### config.mk
export PLATFORM = sky130hd
export DESIGN_NAME = mvm_ram
export DESIGN_NICKNAME = d
export VERILOG_FILES = /design/src/hw/rtl/mvm_ram.sv
export SDC_FILE = /design/constraint.sdc
export NUM_CORES = 1
export LEC_CHECK = 0
export BUFFER_PORTS_ARGS = -buffer_cell sky130_fd_sc_hd__clkbuf_2
export CAP_MARGIN = 15
export CELL_PAD_IN_SITES_DETAIL_PLACEMENT = 0
export CELL_PAD_IN_SITES_GLOBAL_PLACEMENT = 1
export CORE_ASPECT_RATIO = 0.8
export CORE_MARGIN = 3
export CORE_UTILIZATION = 56
export DETAILED_ROUTE_END_ITERATION = 16
export PLACE_DENSITY_LB_ADDON = 0.1
export SLEW_MARGIN = 20
export SYNTH_ARGS = -nofsm -noshare
export SYNTH_HDL_FRONTEND = slang
export SYNTH_SLANG_ARGS = --single-unit
### constraint.sdc
create_clock -name i_clk -period 2.7 [get_ports i_clk]
set_input_delay 0.135 -clock i_clk [delete_from_list [all_inputs] [get_ports i_clk]]
set_output_delay 0.135 -clock i_clk [all_outputs]
set_load 0.02 [all_outputs]
### src/hw/rtl/mvm_ram.sv
// Generic single-write, single-read RAM with registered read data.
// No dependencies.
`default_nettype none

module mvm_ram #(
    parameter int WIDTH = 16,
    parameter int DEPTH = 64,
    localparam int AW   = (DEPTH > 1) ? $clog2(DEPTH) : 1
) (
    input  wire logic             i_clk,
    input  wire logic             i_we,
    input  wire logic [AW-1:0]    i_waddr,
    input  wire logic [WIDTH-1:0] i_wdata,
    input  wire logic [AW-1:0]    i_raddr,
    output logic      [WIDTH-1:0] o_rdata
);

    logic [WIDTH-1:0] r_mem [DEPTH];
    logic [WIDTH-1:0] r_rdata;

    always_ff @(posedge i_clk) begin
        if (i_we) begin
            r_mem[i_waddr] <= i_wdata;
        end
        r_rdata <= r_mem[i_raddr];
    end

    assign o_rdata = r_rdata;

endmodule

`default_nettype wire

**After elaboration in Yosys (flattened, before gate mapping)**

Memories as Yosys holds them, arrays and structs flattened. A register that Yosys moved wholly into a read port is not among the register bits.
Index checks and enable logic that the tools add are counted.
W data, S select, Z words.

- Mux-type cells: 2

Operators with widths:

| kind | number |
|---|---|
| $mux W1 | 2 |

- Register bits after elaboration: 0
- RAM bits: 1024
- Input bits: 30
- Output and inout port bits: 16
- Logic and storage cells: 3
- Memories kept: 1

Memories:

| memory | depth | width | rd ports | clocked after memory_dff | wr ports | line | RTL |
|---|---|---|---|---|---|---|---|
| r_mem | 64 | 16 | 1 | 1 | 1 | 18 | `logic [WIDTH-1:0] r_mem [DEPTH];` |

**Longest topological paths before layout**

- Word-level depth: 2
- Mapped depth: 10
- Mapped depth without buffers: 5

**Worst setup path before layout**

OpenSTA, ideal clock, no wires.

- Path kind: input -> register
- From: input i_waddr[3]
- To: memory r_mem[48][0], enable pin
- Library setup time: 0.409 ns
- Arrival: 1.761 ns
- Data required time: 2.291 ns
- Slack: 0.530 ns
- Cell stages on the path: 4
- Buffers on the path: 1
- Cells stage by stage: clkbuf_1 -> nor2b_1 -> nand4b_1 -> nor3_1

RTL lines:

| what | line | RTL |
|---|---|---|
| from (decl) | 12 | `input wire logic [AW-1:0] i_waddr,` |
| to (decl) | 18 |  |

Straight into the memory's write port.

==> impl_metrics.json <==
{
  "layout.nets": 2088,
  "dr.pass1.iters": 6,
  "synthTopCellsByArea": "edfxtp_1, mux4_2, mux2i_1",
  "clk_pin_slew_worst_paths_ps": 60,
  "utilization_pct": 64.34,
  "clk_path_buf_depth": 3,
  "cts_made_buffers": 98,
  "p_switching_mw": 6.938,
  "top_layer": "met4",
  "slew_headroom_pct": 33.13,
  "drive_gt1_share_pct": 28.60,
  "ys_ff_latch": 1040,
  "rows": 87,
  "pwr-share-seq_pct": 54.4,
  "worst_slack_ps": 589.6,
  "syn-cell-area_mm2": 0.04004,
  "avgViaCountPerCell": 6.359,
  "hold_path_class": "input port to flip-flop",
  "startpoint": "r_mem[9][15]$_DFFE_PP_",
  "synth_top_area_share_pct": 76.79,
  "synthTopCellsByCount": "edfxtp_1, mux4_2, mux2i_1",
  "met1Wirelength_um": 42050,
  "p_leak_nw": 14.66,
  "cts_tree": "done",
  "synthArstFlopShare_pct": 0,
  "arrival_ps": 2620,
  "antenna_found_initial": 7,
  "ios": 46,
  "min_from": "i_wdata[12]",
  "seq_area_frac_synth_pct": 77.59,
  "comb_power_share_pct": 5.5,
  "worst-setup-path-type": "flip-flop to flip-flop",
  "cts_max_level": 3,
  "cp-end-kind": "flip-flop",
  "worst_hold_slack_ps": 114.6,
  "syn_avg_cell_area_um2": 21.89,
  "detail_route.iter0.violations": 2371,
  "grt_max_degree": 65,
  "finalClockSkew_ps": 19.80,
  "dr_wl_met2_um": 42860,
  "status": "finished clean",
  "drv_slew": 0,
  "globalplace.congestion": 0.8104,
  "remaining_drc_errors": 0,
  "die_h_um": 245.2,
  "nFillCells": 4716,
  "power.share.clock_pct": 40.1,
  "reg2reg_from": "r_mem[9][15]$_DFFE_PP_",
  "finalCriticalPeriod_ps": 2110,
  "ant_nets": 0,
  "clock-sinks": 1040,
  "max_cap_viol_count": 0,
  "initial_utilization_pct": 56.68,
  "period_share_pct": 78.16,
  "yosysMostFrequentCell": "edfxtp_1",
  "die_w_um": 305.0,
  "internal_power_mw": 26.05,
  "wirelength_um": 96630,
  "finalHoldViolCount": 0,
  "setup_violations": 0,
  "synthCells": 1829,
  "dp_slack_ps": -72.57,
  "ys_warn_count": 0,
  "avgRoutedWirePerCell_um": 31.42,
  "synth_largest_area_cell": "edfxtp_1",
  "dp_hpwl_um": 60440,
  "die-area_mm2": 0.07477,
  "io_buffers": 45,
  "synth_enable_flop_cells": 1024,
  "critPathLaunchType": "flip-flop",
  "power_per_cell_area_mw_per_mm2": 725.7,
  "met3_wirelength_um": 10220,
  "synth_fp_nets": 1859,
  "grt.total_usage_pct": 26.41,
  "peakVddDrop_mv": 0.7440,
  "fin_setup_tns_ps": 0,
  "synth_cell_type_count": 43,
  "coreArea_mm2": 0.07065,
  "area_delta_synth_final_pct": 13.51,
  "via_count": 19555,
  "cts-hold-fix-buffers": 6,
  "worstPathMaxFanout": 1,
  "cp.required_ps": 3210,
  "synth_flop_cell": "edfxtp_1",
  "ctsResizeCount": 0,
  "power.total_mw": 32.98,
  "clockRootBuffer": "clkbuf_16",
  "swShare_pct": 21.03,
  "post_cts_buffers": 0,
  "fmax_mhz": 473.8,
  "clock_latency_ps": 660,
  "grt_pass1_vias": 19369,
  "grt_pass1_wl_um": 140400,
  "rsz0062_at_grt": "no",
  "grt-ovfl-total": 0,
  "worstMarginPinSlew_ps": 1003
}
[cell type report]
class / count / area (µm²) / share of cell area (%)
Timing Repair Buffer: 233 / 1903 / 4.187
Multi-Input combinational cell: 685 / 8249 / 18.15
Clock inverter: 49 / 435.4 / 0.9579
Clock buffer: 133 / 2625 / 5.775
Sequential cell: 1040 / 31070 / 68.35
Tap cell: 934 / 1169 / 2.571
Antenna cell: 1 / 2.502 / 0.005505
[kinds of logic (layout without fill, tap and decap cells)]
group,Yosys count,after routing,share of synthesized area (%)
AO/OA/AOI/OAI,129,129,2.409
buffers and inverters,104,415,1.831
flip-flops,1040,1040,77.59
multiplexers,336,336,15.52
other,0,1,0
AND/OR/NAND/NOR,220,220,2.647
[metrics by stage]
| stage | instance area (µm²) | instances |
|---|---|---|
| global placement | 42330 | 2886 |
| detailed placement | 42330 | 2886 |
| finish | 45450 | 3075 |
| global route | 45450 | 3074 |
| floorplan | 40040 | 1829 |
| CTS | 45450 | 3074 |
[worst max-delay path, cell delays in order, from the launching register on]
cell and delay (ps):
edfxtp_1 370, mux4_2 440, nor2b_1 140, a211o_1 390, a31oi_1 410, buf_4 180
a311oi_1 40
[layout by cell type, fill, tap and decap left out, types with 5 or more instances in the layout]
cell type and n:
mux2_2 27, edfxtp_1 1024, clkbuf_1 32, nor2_1 72
clkbuf_16 99, a31oi_1 8, nand2_1 59, a221oi_1 16
and4_1 5, clkinv_1 21, bufinv_16 7, a41oi_1 5
mux2i_1 85, a21oi_1 17, a22o_1 6, a211oi_1 8
a311oi_1 8, clkinv_2 14, clkbuf_2 42, dlygate4sd3_1 6
a22oi_1 39, o21ai_0 5, nand3_1 24, nand4_1 12
buf_12 18, a221o_1 6, a211o_1 8, buf_4 164
mux4_2 220, nor2b_1 30, dfxtp_1 16
[flip-flops by register name, summed over array words and instances, names as in the netlist]
name and cells:
r_mem 1024, o_rdata 16
[power by group through the flow]
| stage | registers, mW | clock network, mW | logic, mW |
|---|---|---|---|
| final | 17.9 | 13.2 | 1.82 |
| after global routing | 17.9 | 14.1 | 1.93 |
| after CTS | 17.9 | 13.5 | 1.83 |
| after detailed placement | 18.3 | 0 | 1.82 |
| after global placement | 18.3 | 0 | 1.79 |
| after floorplan | 18.3 | 0 | 0.925 |
[per-layer routing]
metal | GRT usage, % | vias up
li1 | - | 8161
met1 | 42.14 | 10391
met2 | 37.57 | 897
met3 | 6.496 | 106
met4 | 5.454 | 0
met5 | 0 | -
[final timing paths]
path,endpoint,slack (ps),cells past startpoint
max,o_rdata[15]$_DFF_P_,590,6
min,r_mem[30][12]$_DFFE_PP_,110,1
max reg2reg,o_rdata[15]$_DFF_P_,590,6
min reg2reg,o_rdata[3]$_DFF_P_,850,4
No activity file was read; power rests on OpenSTA's default activity.
