**src/hw/rtl/mvm_pkg.sv**
```systemverilog
// Shared types, field widths, operation and register codes for the
// matrix-vector multiplier. No dependencies; used by mvm_intf, mvm_cell and the top level.
`default_nettype none

package mvm_pkg;

    // Fixed field widths of the item, result and configuration channels
    localparam int OP_W       = 2;
    localparam int ROW_IDX_W  = 6;
    localparam int COL_IDX_W  = 6;
    localparam int ELEM_W     = 16;
    localparam int OUT_ROW_W  = 6;
    localparam int DOT_W      = 40;
    localparam int CFG_IDX_W  = 1;
    localparam int CFG_DATA_W = 7;

    // Defaults for the top-level parameters
    localparam int MAX_ROWS_DEF   = 64;
    localparam int MAX_COLS_DEF   = 64;
    localparam int ELEM_WIDTH_DEF = 16;

    // Item operation codes
    localparam logic [OP_W-1:0] OP_WR_WEIGHT = 2'd0;
    localparam logic [OP_W-1:0] OP_WR_VECTOR = 2'd1;
    localparam logic [OP_W-1:0] OP_COMPUTE   = 2'd2;

    // Configuration register indexes and reset values
    localparam logic [CFG_IDX_W-1:0]  CFG_ROWS_USED = 1'd0;
    localparam logic [CFG_IDX_W-1:0]  CFG_COLS_USED = 1'd1;
    localparam logic [CFG_DATA_W-1:0] ROWS_USED_RST = 7'd64;
    localparam logic [CFG_DATA_W-1:0] COLS_USED_RST = 7'd64;

    // Controller states
    typedef enum logic [1:0] {
        ST_IDLE,
        ST_RUN,
        ST_DRAIN
    } t_state;

    // Broadcast control from the controller to every cell
    typedef struct packed {
        logic clear;   // zero the accumulator at the start of a compute
        logic shift;   // take the right neighbour's accumulator
        logic wr_en;   // weight write, column already range-checked
    } t_cell_ctl;

endpackage

`default_nettype wire

```
**src/hw/rtl/mvm_ram.sv**
```systemverilog
// Generic single-write, single-read RAM with registered read data.
// No dependencies.
`default_nettype none

module mvm_ram #(
    parameter int WIDTH = 16,
    parameter int DEPTH = 64,
    localparam int AW   = (DEPTH > 1) ? $clog2(DEPTH) : 1
) (
    input  wire logic             i_clk,
    input  wire logic             i_we,
    input  wire logic [AW-1:0]    i_waddr,
    input  wire logic [WIDTH-1:0] i_wdata,
    input  wire logic [AW-1:0]    i_raddr,
    output logic      [WIDTH-1:0] o_rdata
);

    logic [WIDTH-1:0] r_mem [DEPTH];
    logic [WIDTH-1:0] r_rdata;

    always_ff @(posedge i_clk) begin
        if (i_we) begin
            r_mem[i_waddr] <= i_wdata;
        end
        r_rdata <= r_mem[i_raddr];
    end

    assign o_rdata = r_rdata;

endmodule

`default_nettype wire

```
**src/hw/rtl/mvm_cell.sv**
```systemverilog
// One row cell: weight memory for its row, multiply-accumulate pipeline,
// and a registered hop of the vector token to the next cell. Uses mvm_pkg, mvm_ram.
`default_nettype none

module mvm_cell #(
    parameter int ROW        = 0,
    parameter int MAX_COLS   = mvm_pkg::MAX_COLS_DEF,
    parameter int ELEM_WIDTH = mvm_pkg::ELEM_WIDTH_DEF,
    localparam int COL_AW    = (MAX_COLS > 1) ? $clog2(MAX_COLS) : 1
) (
    input  wire logic                               i_clk,
    input  wire logic                               i_rst_n,
    input  wire mvm_pkg::t_cell_ctl                 i_ctl,
    input  wire logic [mvm_pkg::ROW_IDX_W-1:0]      i_wr_row,
    input  wire logic [COL_AW-1:0]                  i_wr_col,
    input  wire logic [ELEM_WIDTH-1:0]              i_wr_data,
    input  wire logic                               i_tok_valid,
    input  wire logic [COL_AW-1:0]                  i_tok_col,
    input  wire logic signed [ELEM_WIDTH-1:0]       i_tok_vec,
    output logic                                    o_tok_valid,
    output logic [COL_AW-1:0]                       o_tok_col,
    output logic signed [ELEM_WIDTH-1:0]            o_tok_vec,
    input  wire logic signed [mvm_pkg::DOT_W-1:0]   i_acc_next,
    output logic signed [mvm_pkg::DOT_W-1:0]        o_acc
);

    logic                              we;
    logic [ELEM_WIDTH-1:0]             wt_rdata;
    logic signed [ELEM_WIDTH-1:0]      wt;
    logic                              r_a_valid;
    logic [COL_AW-1:0]                 r_a_col;
    logic signed [ELEM_WIDTH-1:0]      r_a_vec;
    logic                              r_p_valid;
    logic signed [2*ELEM_WIDTH-1:0]    r_p;
    logic signed [2*ELEM_WIDTH-1:0]    n_p;
    logic signed [mvm_pkg::DOT_W-1:0]  r_acc;

    // Weight write targets this row only
    assign we = i_ctl.wr_en && (32'(i_wr_row) == ROW);

    mvm_ram #(
        .WIDTH (ELEM_WIDTH),
        .DEPTH (MAX_COLS)
    ) u_wt_ram (
        .i_clk   (i_clk),
        .i_we    (we),
        .i_waddr (i_wr_col),
        .i_wdata (i_wr_data),
        .i_raddr (i_tok_col),
        .o_rdata (wt_rdata)
    );

    assign wt  = signed'(wt_rdata);
    assign n_p = wt * r_a_vec;

    // Token and product stages: line the vector element up with the weight read, then register the product
    always_ff @(posedge i_clk) begin
        if (!i_rst_n) begin
            r_a_valid <= 1'b0;
            r_p_valid <= 1'b0;
        end else begin
            r_a_valid <= i_tok_valid;
            r_p_valid <= r_a_valid;
        end
        r_a_col <= i_tok_col;
        r_a_vec <= i_tok_vec;
        r_p     <= n_p;
    end

    // Accumulator: clear, shift towards row 0, or add the product
    always_ff @(posedge i_clk) begin
        if (i_ctl.clear) begin
            r_acc <= '0;
        end else if (i_ctl.shift) begin
            r_acc <= i_acc_next;
        end else if (r_p_valid) begin
            r_acc <= r_acc + mvm_pkg::DOT_W'(r_p);
        end
    end

    assign o_tok_valid = r_a_valid;
    assign o_tok_col   = r_a_col;
    assign o_tok_vec   = r_a_vec;
    assign o_acc       = r_acc;

endmodule

`default_nettype wire

```
**config.mk**
```make
export PLATFORM = sky130hd
export DESIGN_NAME = mvm_cell
export DESIGN_NICKNAME = d
export VERILOG_FILES = /design/src/hw/rtl/mvm_pkg.sv /design/src/hw/rtl/mvm_ram.sv /design/src/hw/rtl/mvm_cell.sv
export SDC_FILE = /design/constraint.sdc
export NUM_CORES = 2
export LEC_CHECK = 0
export BUFFER_PORTS_ARGS = -buffer_cell sky130_fd_sc_hd__buf_4
export CORE_ASPECT_RATIO = 0.75
export CORE_MARGIN = 2
export CORE_UTILIZATION = 30
export CTS_BUF_LIST = sky130_fd_sc_hd__clkbuf_2 sky130_fd_sc_hd__clkbuf_4 sky130_fd_sc_hd__clkbuf_8
export CTS_CLUSTER_DIAMETER = 30
export CTS_CLUSTER_SIZE = 28
export DETAILED_ROUTE_END_ITERATION = 8
export PLACE_DENSITY = 0.51
export RECOVER_POWER = 50
export SYNTH_ARGS = -nofsm -noshare
export SYNTH_HDL_FRONTEND = slang
export SYNTH_SLANG_ARGS = --single-unit
```
**constraint.sdc**
```tcl
create_clock -name i_clk -period 12.8 [get_ports i_clk]
set_clock_uncertainty 0.15 [all_clocks]
set_input_delay 0.64 -clock i_clk [delete_from_list [all_inputs] [get_ports i_clk]]
set_output_delay 0.64 -clock i_clk [all_outputs]
set_load 0.02 [all_outputs]
```
# Word-level counts from Yosys, hierarchy flattened
# Memories as Yosys holds them, arrays and structs flattened. A register that Yosys moved wholly into a read port is not among the register bits.
# Cells that the tools add are included.
[totals]
wordCells = 16
n_memories = 1
ram_bits = 1024
regBits = 96
inputBits = 96
out_inout_bits = 63
[op_classes]
reduce_logical = 3
add_sub_neg = 1
n_mul = 1
muxes = 4
[mem_list]
columns = ["memory", "words", "word_bits", "rd", "rd_ports_with_merged_regs", "write_ports", "line_no", "rtl"]
rows = [
  ["u_wt_ram.r_mem", 64, 16, 1, 1, 1, "mvm_ram.sv:18", "logic [WIDTH-1:0] r_mem [DEPTH];"],
]
[ops]
columns = ["cell", "count"]
rows = [
  ["2-to-1 mux 40 bit", 2],
  ["adder 40 x 32 -> 40 bit", 1],
  ["multiplier 16 x 16 -> 32 bit", 1],
  ["zero test 6 bit", 1],
  ["2-to-1 mux 1 bit", 2],
  ["nonzero test 2 bit", 1],
  ["logical AND 1 bit", 1],
]

# Longest topological paths before layout
[depth]
ltp_word = 4
ltp_mapped = 25

# Modules after synthesis
# From an unflattened synthesis, not the netlist that was laid out.
[unflattened]
hier_cells = 3492
area_unflattened_um2 = 55005.3
[by_module_without_submodules]
columns = ["mod", "n_inst", "cells_per_inst", "area_each_um2"]
rows = [
  ["mvm_ram", 1, 1829, 40042.2],
  ["mvm_cell", 1, 1663, 14963.1],
]

# Worst setup path after synthesis
# No wires, ideal clock.
[synth_path]
path_type = "reg-to-reg"
from = "reg r_a_vec[1], in the netlist o_tok_vec[1]"
to = "reg r_p[31]"
path_slack_ns = 6.421
period_less_slack_ns = 6.379
n_path_buf = 2
setup_ns = 0.072
t_arrival_ns = 6.157
t_required_ns = 12.578
stages_incl_launch_ff = 24
cell_sequence = "dfxtp_1 clkbuf_1 nand2_1 inv_1 fa_1 fa_1 fa_1 fa_1 fa_1 inv_1 fa_1 inv_1 ha_1 buf_2 a21o_1 a21o_1 a21o_1 a21oi_1 or3b_1 o211ai_1 a21oi_1 a21o_1 a21oi_1 xnor2_1"
[synth_via]
elab_chain_cells = 1
[synth_rtl]
columns = ["element", "line_no", "rtl"]
rows = [
  ["start, declared", "mvm_cell.sv:32", "logic signed [ELEM_WIDTH-1:0] r_a_vec;"],
  ["start signal, assigned", "mvm_cell.sv:66", "r_a_vec <= i_tok_vec;"],
  ["multiplier 16 x 16 -> 32 bit", "mvm_cell.sv:54", "assign n_p = wt * r_a_vec;"],
  ["via n_p[31]", "mvm_cell.sv:35", "logic signed [2*ELEM_WIDTH-1:0] n_p;"],
  ["end signal, assigned", "mvm_cell.sv:67", "r_p <= n_p;"],
  ["end, declared", "mvm_cell.sv:34", "logic signed [2*ELEM_WIDTH-1:0] r_p;"],
]
# The timed path passes the listed nets, and every way through them passes these cells.
# A chain may end at the register's enable or synchronous reset.

==> metrics.md <==
| Metric | Value |
|---|---|
| I/O pin cnt | `159` |
| DPL Wire Length | `89430 um` |
| Tot Pwr | `19130 uW` |
| Most frequent cells in the layout | `edfxtp_1, mux4_2, inv_1` |
| Hold EP | `o_acc[11]` |
| Grt ovf | `0` |
| Area Overhead vs Synth | `19.25%` |
| Metal2 WL | `63460 um` |
| Post-Syn Area | `0.05407 mm^2` |
| Final worst path period share | `65.13%` |
| PortBufs | `158` |
| Yosys reg bits | `roughly 1100` |
| Die span in x | `a little under 500 um` |
| GRT Overall Usage | `15.78%` |
| Max VDD drop | `0.0007835 V` |
| Core Area | `0.1786 mm^2` |
| Die Y | `~370 um` |
| Non-Filler Instances | `a little over 6000` |
| Initial antenna violation count | `8` |
| Failing checks | `max-capacitance violations, max-slew violations` |
| Gate Count Post-Synth | `3187` |
| Critical path required time | `13.40 ns` |
| Commonest non-fill, non-tap cell in the layout | `edfxtp_1` |
| Die area | `roughly 0.18 mm^2` |
| Final WS setup | `approximately 4.5 ns` |
| Post-CTS Setup Repair Bufs | `0` |
| CTS Root Cell | `clkbuf_8` |
| Worst slew pin tran | `7.454 ns` |
| ANT nets after route | `0` |
| First-pass GRT wire length | `212700 um` |
| M1 WL | `69660 um` |
| Sequential share of the synthesized area | `61.02%` |
| Worst Path Arrival | `8.93 ns` |
| WL met3 | `8910 um` |
| Routed WL | `between 100000 and 150000 um` |
| Worst-path fanout max | `72` |
| Wire per inst | `around 23 um` |
| # H-tree levels | `4` |
| Placed Cells | `approximately 5700` |
| Setup_tns | `0 ns` |
| Num rows | `134` |
| Global placement routability congestion | `0.8252` |
| Vias in the first global route | `30670` |
| Status | `finished, violations left` |
| Layout cell share with drive strength beyond 1 | `26.31%` |
| CTS Buffer Depth | `3` |
| Top sig layer | `met4` |
| Multi-input logic area | `approximately 0.02 mm^2` |
| Pre-antenna DRT Iters | `8` |
| Clk Latency, worst-skew pair | `slightly above 0.9 ns` |
| Crit. End Element | `register` |
| Cell Pwr Density | `~300 mW/mm^2` |
| Fmax | `approximately 0.12 GHz` |
| DRT iter0 DRCs | `2809` |
| Flop-to-flop setup slack | `5.87 ns` |
| Rel. slew slack | `-396.9%` |
| Hold path depth | `3` |
| # DRC | `0` |
| Distinct cells, synth | `64` |
| CTS sink cnt | `1136` |
| Final net count | `4052` |
| Reg-to-reg endpoint | `r_p[28]` |
| Top FF cell, synth | `edfxtp_1` |
| Largest net degree at the start of global routing | `109` |
| # fillers | `16770` |
| Startpoint types | `input pin` |
| Max-Cap Viols | `21` |
| Sequential cell area | `0.03299 mm^2` |
| Worst-path clk slew | `0.06 ns` |
| Post-synth ARST share | `0%` |
| Initial core utilization | `30.28%` |
| Crit path time final | `roughly 8.3 ns` |
| Clock buffer count from CTS | `214` |
| Post-synthesis area per instance | `16.96 um^2` |
| Leak Pwr | `0.02298 uW` |
| Pre-CTS setup slack | `5.821 ns` |
| Post-synth EDFFs | `1024` |
| Vias per cell | `4.771` |
| Fin. Hold Viols | `0` |
| Net count after synthesis | `~3700` |
| RR Startpoint | `u_wt_ram.o_rdata[15]` |
| Reg2reg path depth | `20` |
| Crit path kind | `input pin to register` |
| HP Start | `i_ctl[2]` |
| Final Setup Violations | `0` |
| Final Slew Violations | `1306` |
| CTS tree | `built` |
| RSZ-0062 raised after global routing | `false` |
| Via Count | `29380` |
| Synth warn | `0` |
| Tightest Hold Check Type | `input pin to register` |
-- flip-flops by register name, summed over array words and instances, names as in the netlist --
name and count:
o_tok_vec 16, u_wt_ram.r_mem 1024, r_p 32, o_acc 40
o_tok_col 6, r_p_valid 1, o_tok_valid 1, u_wt_ram.o_rdata 16
-- critical path: stages --
cell,delay (ns)
clkbuf_1,4.51
buf_4,1.30
buf_4,0.68
mux4_2,0.61
mux4_2,0.56
mux4_2,0.56
-- through the flow --
stage          hold WS (ns)  util, %  cell area [um^2]
5_1_grt             0.05779    36.10             64460
4_1_cts             0.01130    36.17             64590
3_3_place_gp         0.3030    32.67             58340
6_report             0.1247    36.11             64480
2_1_floorplan        0.4217        -             54070
3_5_place_dp         0.3087    32.67             58340
-- logic make-up after synthesis --
family	Yosys count	share of synthesized area (%)
flip-flops	1136	61.02
AND/OR/NAND/NOR	546	4.881
buffers and inverters	454	3.226
adder cells (fa/ha/maj)	384	12.54
multiplexers	345	14.16
AO/OA/AOI/OAI	255	3.087
XOR/XNOR	67	1.085
-- Yosys cell counts, types with 14 or more instances --
| cell | count | area, um^2 |
|---|---|---|
| a21oi_1 | 97 | 485.5 |
| clkbuf_1 | 102 | 382.9 |
| nor2_1 | 142 | 533.0 |
| xor2_1 | 16 | 140.1 |
| dfxtp_1 | 112 | 2242 |
| fa_1 | 263 | 5265 |
| o21ai_0 | 29 | 145.1 |
| nor2b_1 | 14 | 87.58 |
| xnor2_1 | 51 | 446.7 |
| buf_2 | 28 | 140.1 |
| a21o_1 | 33 | 247.7 |
| nor3_1 | 17 | 85.08 |
| mux4_2 | 336 | 7567 |
| inv_1 | 309 | 1160 |
| edfxtp_1 | 1024 | 30750 |
| ha_1 | 121 | 1514 |
| nand3_1 | 17 | 85.08 |
| nand2_1 | 169 | 634.4 |
| and2_1 | 130 | 813.3 |
-- routing by layer --
| layer | up-vias | GRT usage [%] |
|---|---|---|
| met3 | 170 | 3.141 |
| met1 | 15600 | 23.82 |
| met4 | 0 | 3.805 |
| met5 | - | 0 |
| li1 | 12770 | - |
| met2 | 835 | 23.21 |
-- power by group --
part           switching, uW  leakage [uW]  internal, uW
logic                   5900        0.0102          4460
clock network           1820       0.00267          2540
registers                122        0.0101          4290
total                   7840        0.0230         11300
-- area by class of cell --
class	count	area share, %
antenna	11	0.04269
clock inverter	184	3.674
inverter	309	1.799
timing repair buffer	314	3.790
sequential	1136	51.17
multi-input combinational	1597	30.19
clock buffer	226	4.718
tap	2380	4.619
-- worst max-delay path by stage --
stage / start / end / depth (start not counted)
2_1_floorplan: o_tok_vec[1] / r_p[31] / 23
3_3_place_gp: o_tok_vec[2] / r_p[28] / 20
3_5_place_dp: o_tok_vec[1] / r_p[28] / 20
4_1_cts: o_tok_vec[1] / r_p[28] / 20
5_1_grt: i_tok_col[0] / u_wt_ram.o_rdata[15] / 6
6_report: i_tok_col[0] / u_wt_ram.o_rdata[15] / 6
-- timing repair --
action | CTS | global route
gates resized for setup | 0 | 0
hold endpoints to repair | 61 | 0
hold buffers | 84 | 0
Note: power is estimated with default switching activity, not from simulation.
